===== src/rtl/urp_pkg.sv =====
// Package for the UART status record parser.
// Holds sizes, ident and phase codes, record kinds, the control struct and decode functions.
// No dependencies.
package urp_pkg;

	localparam int PORT_COUNT = 8;
	localparam int COUNT_BITS = 32;
	localparam int PORT_IDX_W = (PORT_COUNT > 1) ? $clog2(PORT_COUNT) : 1;

	localparam logic [7:0] ID_INIT     = 8'hA1;
	localparam logic [7:0] ID_VEN_READ = 8'h85;
	localparam logic [3:0] ID_LOW_LSR  = 4'h6;
	localparam logic [3:0] ID_LOW_TXE  = 4'h2;
	localparam logic [3:0] INIT_LEN    = 4'd10;
	localparam logic [3:0] VEN_LEN     = 4'd2;
	localparam logic [3:0] OTHER_LEN   = 4'd1;

	// Parser phase codes
	localparam logic [2:0] PH_FIRST_PORT  = 3'd0;
	localparam logic [2:0] PH_FIRST_IDENT = 3'd1;
	localparam logic [2:0] PH_PORT        = 3'd2;
	localparam logic [2:0] PH_IDENT       = 3'd3;
	localparam logic [2:0] PH_PAYLOAD     = 3'd4;
	localparam logic [2:0] PH_SKIP        = 3'd5;

	// Record kinds
	localparam logic [2:0] KIND_INIT     = 3'd0;
	localparam logic [2:0] KIND_VEN_READ = 3'd1;
	localparam logic [2:0] KIND_LSR      = 3'd2;
	localparam logic [2:0] KIND_TX_EMPTY = 3'd3;
	localparam logic [2:0] KIND_OTHER    = 3'd4;
	localparam logic [2:0] KIND_UNSUP    = 3'd5;
	localparam logic [2:0] KIND_BADPORT  = 3'd6;
	localparam logic [2:0] KIND_TRUNC    = 3'd7;

	// Counter slots in the bump vector and totals
	localparam int CNT_OVERRUN = 0;
	localparam int CNT_PARITY  = 1;
	localparam int CNT_FRAMING = 2;
	localparam int CNT_BREAK   = 3;
	localparam int NUM_CNT     = 4;

	typedef struct packed {
		logic                emit;
		logic [3:0]          port;
		logic [2:0]          kind;
		logic [7:0]          lsr;
		logic [NUM_CNT-1:0]  bump;
	} rec_ctl_t;

	typedef logic [NUM_CNT-1:0][COUNT_BITS-1:0] totals_t;

	function automatic logic [2:0] kind_of(input logic [7:0] id);
		logic [2:0] k;
		if (id == ID_INIT) begin
			k = KIND_INIT;
		end else if (id == ID_VEN_READ) begin
			k = KIND_VEN_READ;
		end else if (id[3:0] == 4'h0) begin
			k = KIND_UNSUP;
		end else if (id[3:0] == ID_LOW_LSR) begin
			k = KIND_LSR;
		end else if (id[3:0] == ID_LOW_TXE) begin
			k = KIND_TX_EMPTY;
		end else begin
			k = KIND_OTHER;
		end
		return k;
	endfunction

	function automatic logic [3:0] payload_len(input logic [7:0] id);
		logic [3:0] n;
		if (id == ID_INIT) begin
			n = INIT_LEN;
		end else if (id == ID_VEN_READ) begin
			n = VEN_LEN;
		end else begin
			n = OTHER_LEN;
		end
		return n;
	endfunction

	function automatic logic port_ok(input logic [3:0] p);
		return (int'(p) < PORT_COUNT);
	endfunction

endpackage


===== src/rtl/urp_parse.sv =====
// Record parser state machine for the UART status record parser.
// Decodes one buffered byte per cycle, while advance is high, into a record control struct.
// Depends on urp_pkg.
module urp_parse (
	input  logic              clk,
	input  logic              arst_n,
	input  logic              advance,
	input  logic [7:0]        status_byte,
	input  logic              last_of_buffer,
	output urp_pkg::rec_ctl_t ctl
);

	logic [2:0] phase_q, phase_n;
	logic [3:0] port_q, port_n;
	logic [7:0] ident_q, ident_n;
	logic [3:0] left_q, left_n;
	logic [7:0] first_q, first_n;
	logic [7:0] cur_first;
	logic [3:0] left_dec;
	logic [2:0] pay_kind;

	always_comb begin
		phase_n   = phase_q;
		port_n    = port_q;
		ident_n   = ident_q;
		left_n    = left_q;
		first_n   = first_q;
		ctl       = '0;
		ctl.port  = port_q;
		cur_first = (left_q == urp_pkg::payload_len(ident_q)) ? status_byte : first_q;
		left_dec  = (left_q != 4'd0) ? left_q - 4'd1 : 4'd0;
		pay_kind  = urp_pkg::kind_of(ident_q);
		case (phase_q)
			urp_pkg::PH_FIRST_IDENT, urp_pkg::PH_IDENT: begin
				ident_n = status_byte;
				if (phase_q == urp_pkg::PH_FIRST_IDENT && last_of_buffer) begin
					phase_n = urp_pkg::PH_FIRST_PORT;
				end else if (!urp_pkg::port_ok(port_q)) begin
					ctl.emit = 1'b1;
					ctl.kind = urp_pkg::KIND_BADPORT;
					phase_n  = last_of_buffer ? urp_pkg::PH_FIRST_PORT : urp_pkg::PH_SKIP;
				end else if (last_of_buffer) begin
					ctl.emit = 1'b1;
					ctl.kind = urp_pkg::KIND_TRUNC;
					phase_n  = urp_pkg::PH_FIRST_PORT;
				end else begin
					left_n  = urp_pkg::payload_len(status_byte);
					first_n = 8'h00;
					phase_n = urp_pkg::PH_PAYLOAD;
				end
			end
			urp_pkg::PH_SKIP: begin
				phase_n = last_of_buffer ? urp_pkg::PH_FIRST_PORT : urp_pkg::PH_SKIP;
			end
			urp_pkg::PH_PAYLOAD: begin
				first_n = cur_first;
				left_n  = left_dec;
				if (left_dec != 4'd0) begin
					if (last_of_buffer) begin
						ctl.emit = 1'b1;
						ctl.kind = urp_pkg::KIND_TRUNC;
						phase_n  = urp_pkg::PH_FIRST_PORT;
					end
				end else begin
					ctl.emit = 1'b1;
					ctl.kind = pay_kind;
					ctl.lsr  = cur_first;
					if (pay_kind == urp_pkg::KIND_LSR && urp_pkg::port_ok(port_q)) begin
						ctl.bump[urp_pkg::CNT_OVERRUN] = cur_first[1];
						ctl.bump[urp_pkg::CNT_PARITY]  = cur_first[2];
						ctl.bump[urp_pkg::CNT_FRAMING] = cur_first[3];
						ctl.bump[urp_pkg::CNT_BREAK]   = cur_first[4];
					end
					phase_n = last_of_buffer ? urp_pkg::PH_FIRST_PORT : urp_pkg::PH_PORT;
				end
			end
			default: begin
				// port byte; unused codes count as the start of a buffer
				port_n = status_byte[3:0];
				if (last_of_buffer) begin
					phase_n = urp_pkg::PH_FIRST_PORT;
				end else if (phase_q == urp_pkg::PH_PORT) begin
					phase_n = urp_pkg::PH_IDENT;
				end else begin
					phase_n = urp_pkg::PH_FIRST_IDENT;
				end
			end
		endcase
	end

	always_ff @(posedge clk or negedge arst_n) begin
		if (!arst_n) begin
			phase_q <= urp_pkg::PH_FIRST_PORT;
			port_q  <= '0;
			ident_q <= '0;
			left_q  <= '0;
			first_q <= '0;
		end else if (advance) begin
			phase_q <= phase_n;
			port_q  <= port_n;
			ident_q <= ident_n;
			left_q  <= left_n;
			first_q <= first_n;
		end
	end

endmodule


===== src/rtl/urp_counters.sv =====
// Per-port line error counter bank for the UART status record parser.
// Read-modify-write of the record's port; totals show the post-update values.
// Depends on urp_pkg.
module urp_counters (
	input  logic              clk,
	input  logic              arst_n,
	input  logic              commit,
	input  urp_pkg::rec_ctl_t ctl,
	output urp_pkg::totals_t  totals
);

	urp_pkg::totals_t              cnt_q [urp_pkg::PORT_COUNT];
	logic [urp_pkg::PORT_IDX_W-1:0] idx;
	logic                           in_range;

	assign idx      = ctl.port[urp_pkg::PORT_IDX_W-1:0];
	assign in_range = urp_pkg::port_ok(ctl.port);

	always_comb begin
		for (int k = 0; k < urp_pkg::NUM_CNT; k++) begin
			if (in_range) begin
				totals[k] = cnt_q[idx][k]
					+ {{(urp_pkg::COUNT_BITS-1){1'b0}}, ctl.bump[k]};
			end else begin
				totals[k] = '0;
			end
		end
	end

	for (genvar i = 0; i < urp_pkg::PORT_COUNT; i++) begin : g_port
		always_ff @(posedge clk or negedge arst_n) begin
			if (!arst_n) begin
				cnt_q[i] <= '0;
			end else if (commit && ctl.emit && in_range
				&& idx == urp_pkg::PORT_IDX_W'(i)) begin
				cnt_q[i] <= totals;
			end
		end
	end

endmodule


===== src/rtl/uart_status_record_parser.sv =====
// UART status record parser, top level.
// Path: an accepted byte is held in the input register and parsed from there; its
// record, if any, is loaded into the result register that drives record_valid.
// Throughput: one status byte per cycle; a byte that makes a record waits while the result
// register is held by record_stall.
// Reset (arst_n low, asynchronous): parser expects a buffer's first port byte, all
// per-port counters read zero, both pipeline valids clear. Depends on urp_pkg.
module uart_status_record_parser (
	input  logic        clk,
	input  logic        arst_n,
	// status byte channel
	input  logic        status_valid,
	output logic        status_stall,
	input  logic [7:0]  status_byte,
	input  logic        last_of_buffer,
	// record channel
	output logic        record_valid,
	input  logic        record_stall,
	output logic [3:0]  port_index,
	output logic [2:0]  record_kind,
	output logic [7:0]  line_status,
	output logic [31:0] overrun_total,
	output logic [31:0] parity_total,
	output logic [31:0] framing_total,
	output logic [31:0] break_total
);

	// Input register
	logic       valid_s1;
	logic [7:0] byte_s1;
	logic       last_s1;

	// Result register
	logic                  valid_s2;
	logic [3:0]            port_s2;
	logic [2:0]            kind_s2;
	logic [7:0]            lsr_s2;
	urp_pkg::totals_t      totals_s2;

	urp_pkg::rec_ctl_t ctl;
	urp_pkg::totals_t  totals;
	logic              out_free;
	logic              fire;
	logic              take_in;

	// The result slot is free if empty or being drained this cycle.
	assign out_free = !valid_s2 || !record_stall;
	// Process the held byte unless it makes a record and the slot is busy.
	assign fire     = valid_s1 && (!ctl.emit || out_free);
	assign status_stall = valid_s1 && !fire;
	assign take_in  = status_valid && !status_stall;

	urp_parse u_parse (
		.clk            (clk),
		.arst_n         (arst_n),
		.advance        (fire),
		.status_byte    (byte_s1),
		.last_of_buffer (last_s1),
		.ctl            (ctl)
	);

	urp_counters u_counters (
		.clk    (clk),
		.arst_n (arst_n),
		.commit (fire),
		.ctl    (ctl),
		.totals (totals)
	);

	// Input stage: load on each accepted transaction, drop once processed.
	always_ff @(posedge clk or negedge arst_n) begin
		if (!arst_n) begin
			valid_s1 <= 1'b0;
		end else if (take_in) begin
			valid_s1 <= 1'b1;
		end else if (fire) begin
			valid_s1 <= 1'b0;
		end
	end

	always_ff @(posedge clk) begin
		if (take_in) begin
			byte_s1 <= status_byte;
			last_s1 <= last_of_buffer;
		end
	end

	// Result stage: hold while stalled, advance when a record is produced.
	always_ff @(posedge clk or negedge arst_n) begin
		if (!arst_n) begin
			valid_s2 <= 1'b0;
		end else if (fire && ctl.emit) begin
			valid_s2 <= 1'b1;
		end else if (!record_stall) begin
			valid_s2 <= 1'b0;
		end
	end

	always_ff @(posedge clk) begin
		if (fire && ctl.emit) begin
			port_s2   <= ctl.port;
			kind_s2   <= ctl.kind;
			lsr_s2    <= ctl.lsr;
			totals_s2 <= totals;
		end
	end

	assign record_valid  = valid_s2;
	assign port_index    = port_s2;
	assign record_kind   = kind_s2;
	assign line_status   = lsr_s2;
	assign overrun_total = 32'(totals_s2[urp_pkg::CNT_OVERRUN]);
	assign parity_total  = 32'(totals_s2[urp_pkg::CNT_PARITY]);
	assign framing_total = 32'(totals_s2[urp_pkg::CNT_FRAMING]);
	assign break_total   = 32'(totals_s2[urp_pkg::CNT_BREAK]);

endmodule


===== config.mk =====
export PLATFORM = sky130hd
export DESIGN_NAME = uart_status_record_parser
export DESIGN_NICKNAME = d
export VERILOG_FILES = /design/src/rtl/urp_pkg.sv /design/src/rtl/urp_parse.sv /design/src/rtl/urp_counters.sv /design/src/rtl/uart_status_record_parser.sv
export SDC_FILE = /design/constraint.sdc
export NUM_CORES = 2
export LEC_CHECK = 0
export BUFFER_PORTS_ARGS = -buffer_cell sky130_fd_sc_hd__buf_2
export CAP_MARGIN = 20
export CORE_MARGIN = 4
export CORE_UTILIZATION = 30
export DETAILED_ROUTE_END_ITERATION = 7
export SLEW_MARGIN = 25
export SYNTH_ARGS = -nofsm -noshare
export SYNTH_HDL_FRONTEND = slang
export SYNTH_HIERARCHICAL = 1
export SYNTH_SLANG_ARGS = --single-unit

===== constraint.sdc =====
create_clock -name clk -period 10.4 [get_ports clk]
set_input_delay 0.52 -clock clk [delete_from_list [all_inputs] [get_ports clk]]
set_output_delay 0.52 -clock clk [all_outputs]
set_load 0.02 [all_outputs]

# Yosys cells after proc, flatten, opt, wreduce, memory -nomap -nowiden
# Cells that the tools add are included.
# word_totals
register_bits	1205
out_inout_bits	145
# classes
addsub	5
eq_ne	25
magnitude_cmp	2
bitwise_logic	3
reduce_logical	35
mux	53
# ops
operator	n
128-bit binary-select mux with 3-bit select	1
128-bit two-way mux	2
32-bit by 1-bit adder with 32-bit output	4
32-bit two-way mux	4
3-bit two-way mux	16
4-bit two-way mux	9
8-bit == test, second input constant	4
8-bit two-way mux	4
3-bit == test, second input constant	6
8-bit case mux with 2 select lines	1
3-bit by 2-bit == test with 1-bit output, second input constant	5
1-bit logical AND	15
3-bit case mux with 3 select lines	1
1-bit two-way mux	8
2-bit two-way mux	4
4-bit case mux with 2 select lines	1
4-bit nonzero test	2
3-bit by 1-bit == test with 1-bit output, second input constant	2
3-bit case mux with 2 select lines	1
2-bit AND reduction	3
1-bit zero test	5
5-bit AND reduction	1
4-bit by 2-bit == test with 1-bit output, second input constant	1
4-bit by 3-bit == test with 1-bit output, second input constant	1
16 further kinds	22

# Logic depth before layout (Yosys ltp)
# logic_depth
word_depth	13
mapped_depth	20
mapped_depth_nobuf	12

# By module
# Netlist, hierarchy kept.
# by_module_without_submodules
mod	instances	cells_per_inst	seq_area_each_um2	area_each_um2
urp_counters	1	4817	25624.6	47772.1
uart_status_record_parser	1	164	4614.4	4669.5
urp_parse	1	152	675.6	1556.5

# Worst setup path before layout
# No wires, ideal clock.
# synth_timing
path_kind	register -> register
startpoint	register u_parse.phase_q[1]
endpoint	register totals_s2 (netlist bit break_total[0]), enable pin
path_buffers	0
t_required_ns	9.707
path_stages_with_launch	7
slack_ns	1.406
arrival_ns	8.301
cell_sequence	dfrtp_1 -> nand2b_1 -> nor2_1 -> a21oi_1 -> o221ai_1 -> nand2_1 -> a21oi_1
# synth_lines
item	line	text
start: declaration	urp_parse.sv:13	logic [2:0] phase_q, phase_n;
start signal: assignment	urp_parse.sv:93	phase_q <= urp_pkg::PH_FIRST_PORT;
start signal: assignment	urp_parse.sv:99	phase_q <= phase_n;
end signal: assignment	uart_status_record_parser.sv:104	totals_s2 <= totals;
end: declaration	uart_status_record_parser.sv:38	urp_pkg::totals_t totals_s2;

# Final worst setup path
# layout_timing
startpoint	register u_parse.port_q[1]
endpoint	register u_counters/cnt_q[735] in the netlist's numbering
# layout_between
elab_chain_len	10
# layout_rtl
item	line	text
start: declaration	urp_parse.sv:14	logic [3:0] port_q, port_n;
start signal: assignment	urp_parse.sv:100	port_q <= port_n;
branches (longest 10 deep; another with 32-bit by 1-bit adder with 32-bit output)	--	
end signal: indexed assignment	urp_counters.sv:36	cnt_q[i] <= totals;
end: declaration	urp_counters.sv:12	urp_pkg::totals_t cnt_q [urp_pkg::PORT_COUNT];
# Several ways; the timed one is not identified. The select of a mux whose other input is x is not followed.
# A chain may end at the register's enable or synchronous reset.

==> results.py <==
metrics = {
    "sta": {
        "finClkSkew_ns": 0.0345,
        "maxSlewViolCount": 0,
        "min_period_over_period_pct": 57.1,
        "fmax_ghz": 0.169,
        "worst_slew_pin_slew_ns": 1.07,
        "setup_tns_ns": 0,
        "rsz0062_at_grt": "no",
        "setup_ws_ns": 4.47,
        "final-setup-viol-count": 0,
        "fin_crit_ns": 5.93,
        "hold_violations": 0,
        "slew_headroom_pct": 28.5,
    },
    "yosys": {
        "synth_top_family_by_area": "compound AO/OA/AOI/OAI gates",
        "syn_nets": 5154,
        "synth_top_area_share_pct": 48.8,
        "yosysUniqueCellTypes": 93,
        "synth_compound_area_share_pct": 15.1,
        "synth.area.mux_share_pct": 8.87,
        "synth_area_um2": 54000,
        "synth_edf_count": 152,
        "synth_cells": 5133,
        "async_flop_share_pct": 87.4,
        "ys.flop_type": "dfrtp_1",
        "syn_area_per_cell_um2": 10.5,
        "yosys.area_share.simple_pct": 12.8,
        "ys_seq_area_share_pct": 57.3,
        "synth_area_leaders": "dfrtp_1 (49%), edfxtp_1 (8.5%), nand2_1 (8.0%)",
        "ys_warn_count": 6,
        "synth_xor_area_share_pct": 2.08,
        "ys_seq_elements": 1205,
        "synth.largest_area_cell": "dfrtp_1",
        "synthAdderAreaFrac_pct": 0.185,
    },
    "placement": {
        "post-place-ws_ns": 4.55,
        "io_buffer_count": 157,
        "gp_congestion": 0.784,
        "dp.cells": 7328,
        "dpl.hpwl_um": 95300,
    },
    "flow_run": {
        "maxCapViolations": 0,
    },
    "critical_path": {
        "crit_chain": "buf_12, buf_4, mux2i_1, a221o_1, a211oi_1, nor3b_2, and4_1, nand4_1, xnor2_1, o21ai_0",
        "endpoint_kind": "register",
        "cp_data_required_time_ns": 11.00,
        "crit_path_max_fanout": 131,
        "startpoint": "u_parse/port_q[1]$_DFFE_PN0P_",
        "rr_worst_depth": 10,
        "crit_path_start_kind": "register",
        "cp_num_cells": 10,
        "path_delay_family": "simple AND/OR/NAND/NOR gates",
        "crit_type": "register to register",
        "worst_path_max_delay_cell": "buf_4",
        "slowest_delay_ns": 0.85,
        "worstSetupEndpoint": "u_counters/cnt_q[735]$_DFFE_PN0P_",
        "regToRegStartpoint": "u_parse/port_q[1]$_DFFE_PN0P_",
        "cp_num_buf_inv": 2,
        "r2r_end": "u_counters/cnt_q[735]$_DFFE_PN0P_",
        "ff2ff_setup_slack_ns": 4.47,
        "cp.arrival_ns": 6.53,
    },
    "global_route": {
        "grt_start_max_net_pins": 186,
        "grt_overflow_total": 0,
        "grt_pass1_vias": 39600,
        "antenna_found_initial": 3,
        "grt_usage_pct": 17.5,
        "grt_pass1_wl_um": 252000,
    },
    "power": {
        "power_mw": 19.5,
        "vdd_ir_drop_max_mv": 0.250,
        "p_per_area_nw_per_um2": 318,
        "p_leak_nw": 26.6,
    },
    "routing": {
        "drt_iter0_drc": 3118,
        "vias": 39300,
        "via_per_inst": 5.17,
        "drc": 0,
        "first_pass_iters": 6,
        "drtAntennaViolNets": 0,
        "wire_per_inst_um": 21.7,
        "drt_wl_total_um": 165000,
    },
    "clock_network": {
        "cts_tree": "done",
        "cts_buffer_depth": 3,
        "clkLatencyLatePin_ns": 0.78,
        "root_buffer": "clkbuf_16",
        "clk_pin_slew_ns": 0.06,
        "ctsResizeCount": 0,
        "clkSinkCount": 1205,
        "cts_inserted_buffers": 136,
        "htree_levels": 4,
    },
    "die": {
        "chipHeight_um": 432,
        "die_width_um": 432,
        "initial_core_util_pct": 30.2,
        "rows": 155,
        "io_pins": 158,
        "core_um2": 179000,
        "dieArea_um2": 187000,
    },
    "finish": {
        "drive_above_1_share_pct": 15.5,
        "final_nets": 5143,
        "area_delta_synth_final_pct": 13.6,
        "stdcell_count": 7594,
    },
    "worst_hold_path": {
        "holdPathStages": 3,
        "holdCritPathClass": "primary input to register",
    },
    "outcome": {
        "status": "completed",
    },
}
[how the worst min path moves through the flow]
stage | to | startpoint
floorplan | record_valid$_DFFE_PN0P_ | arst_n
global placement | u_counters/cnt_q[483]$_DFFE_PN0P_ | u_counters/cnt_q[483]$_DFFE_PN0P_
detailed placement | u_counters/cnt_q[195]$_DFFE_PN0P_ | u_counters/cnt_q[195]$_DFFE_PN0P_
CTS | record_valid$_DFFE_PN0P_ | record_stall
global route | record_valid$_DFFE_PN0P_ | record_stall
finish | record_valid$_DFFE_PN0P_ | record_stall
[per-layer routing]
layer / GRT usage (%) / part of all wire (%) / up-vias
met1: 23.5 / 44 / 19800
met2: 28.9 / 48 / 1122
met3: 2.73 / 5.4 / 245
li1: - / - / 18100
met4: 5.74 / 2.8 / 0
met5: 0 / 0 / -
[area by class of cell]
cell class / instances / area, µm²
multi-input combinational: 3504 / 21200
inverter: 36 / 135
sequential: 1205 / 30900
antenna: 2 / 5.00
timing repair buffer: 239 / 1590
fill: 17900 / 117000
clock buffer: 217 / 4080
tap: 2355 / 2950
clock inverter: 36 / 433
[tightest hold or removal path, stage by stage]
cell	delay, ns
buf_2	0.14
nand2_1	0.07
nand2_1	0.05
[cell usage in the layout (no fill, tap or decap), types with 31 or more instances in the layout]
cell type and count:
a211oi_1 31, a221o_1 36, buf_2 156, buf_4 56, clkbuf_1 46, clkbuf_16 138
clkbuf_8 33, dfrtp_1 1049, edfxtp_1 152, inv_1 34, mux2_2 251, mux2i_1 133
nand2_1 1136, nor2_1 205, o21ai_0 809, o22ai_1 183, o31ai_1 140, xnor2_1 66
xor2_1 53
[cells in the mapped netlist, drive strengths merged, types with 57 or more instances]
| cell type | n |
|---|---|
| nor2 | 212 |
| dfrtp | 1053 |
| clkbuf | 250 |
| xnor2 | 67 |
| mux2 | 251 |
| mux2i | 133 |
| buf | 138 |
| o21ai | 824 |
| o31ai | 140 |
| nand2 | 1146 |
| xor2 | 57 |
| edfxtp | 152 |
| o22ai | 183 |
[state kept, by name (all words and copies together) (netlist names), 3 cells and up]
| name | cells |
|---|---|
| port_index | 4 |
| break_total | 32 |
| u_parse/ident_q | 8 |
| u_counters/cnt_q | 1024 |
| u_parse/left_q | 4 |
| overrun_total | 32 |
| line_status | 8 |
| framing_total | 32 |
| u_parse/first_q | 8 |
| u_parse/port_q | 4 |
| byte_s1 | 8 |
| parity_total | 32 |
| record_kind | 3 |
| u_parse/phase_q | 3 |
[per-stage QoR]
stage,instance area [µm²],util (%),hold slack [ns]
floorplan,54000,-,0.224
finish,61300,34.3,0.0569
detailed placement,56700,31.7,0.457
global placement,56700,31.7,0.451
CTS,61300,34.3,0.00648
global route,61300,34.3,0.0373
[cells by family (layout without fill, tap and decap cells)]
| family | Yosys count | count (layout) |
|---|---|---|
| fa+ha+maj | 8 | 8 |
| simple gates | 1603 | 1603 |
| compound gates | 1357 | 1357 |
| buf+inv | 424 | 528 |
| xor+xnor | 124 | 124 |
| flops | 1205 | 1205 |
| mux | 412 | 412 |
| other cells | 0 | 2 |
[power breakdown]
part | leakage, nW | total (mW) | internal (mW) | switching (mW)
combinational | 8.65 | 7.66 | 2.38 | 5.28
clock | 2.21 | 4.81 | 2.81 | 2.00
sequential | 15.8 | 7.01 | 6.21 | 0.799
[timing repair]
action                                 4_1_cts  5_1_grt
hold buffers                                11        0
setup endpoints to repair                    0        0
endpoints found under the hold margin      105        0
setup buffers                                0        0
Power figures use the tool's default switching activity.
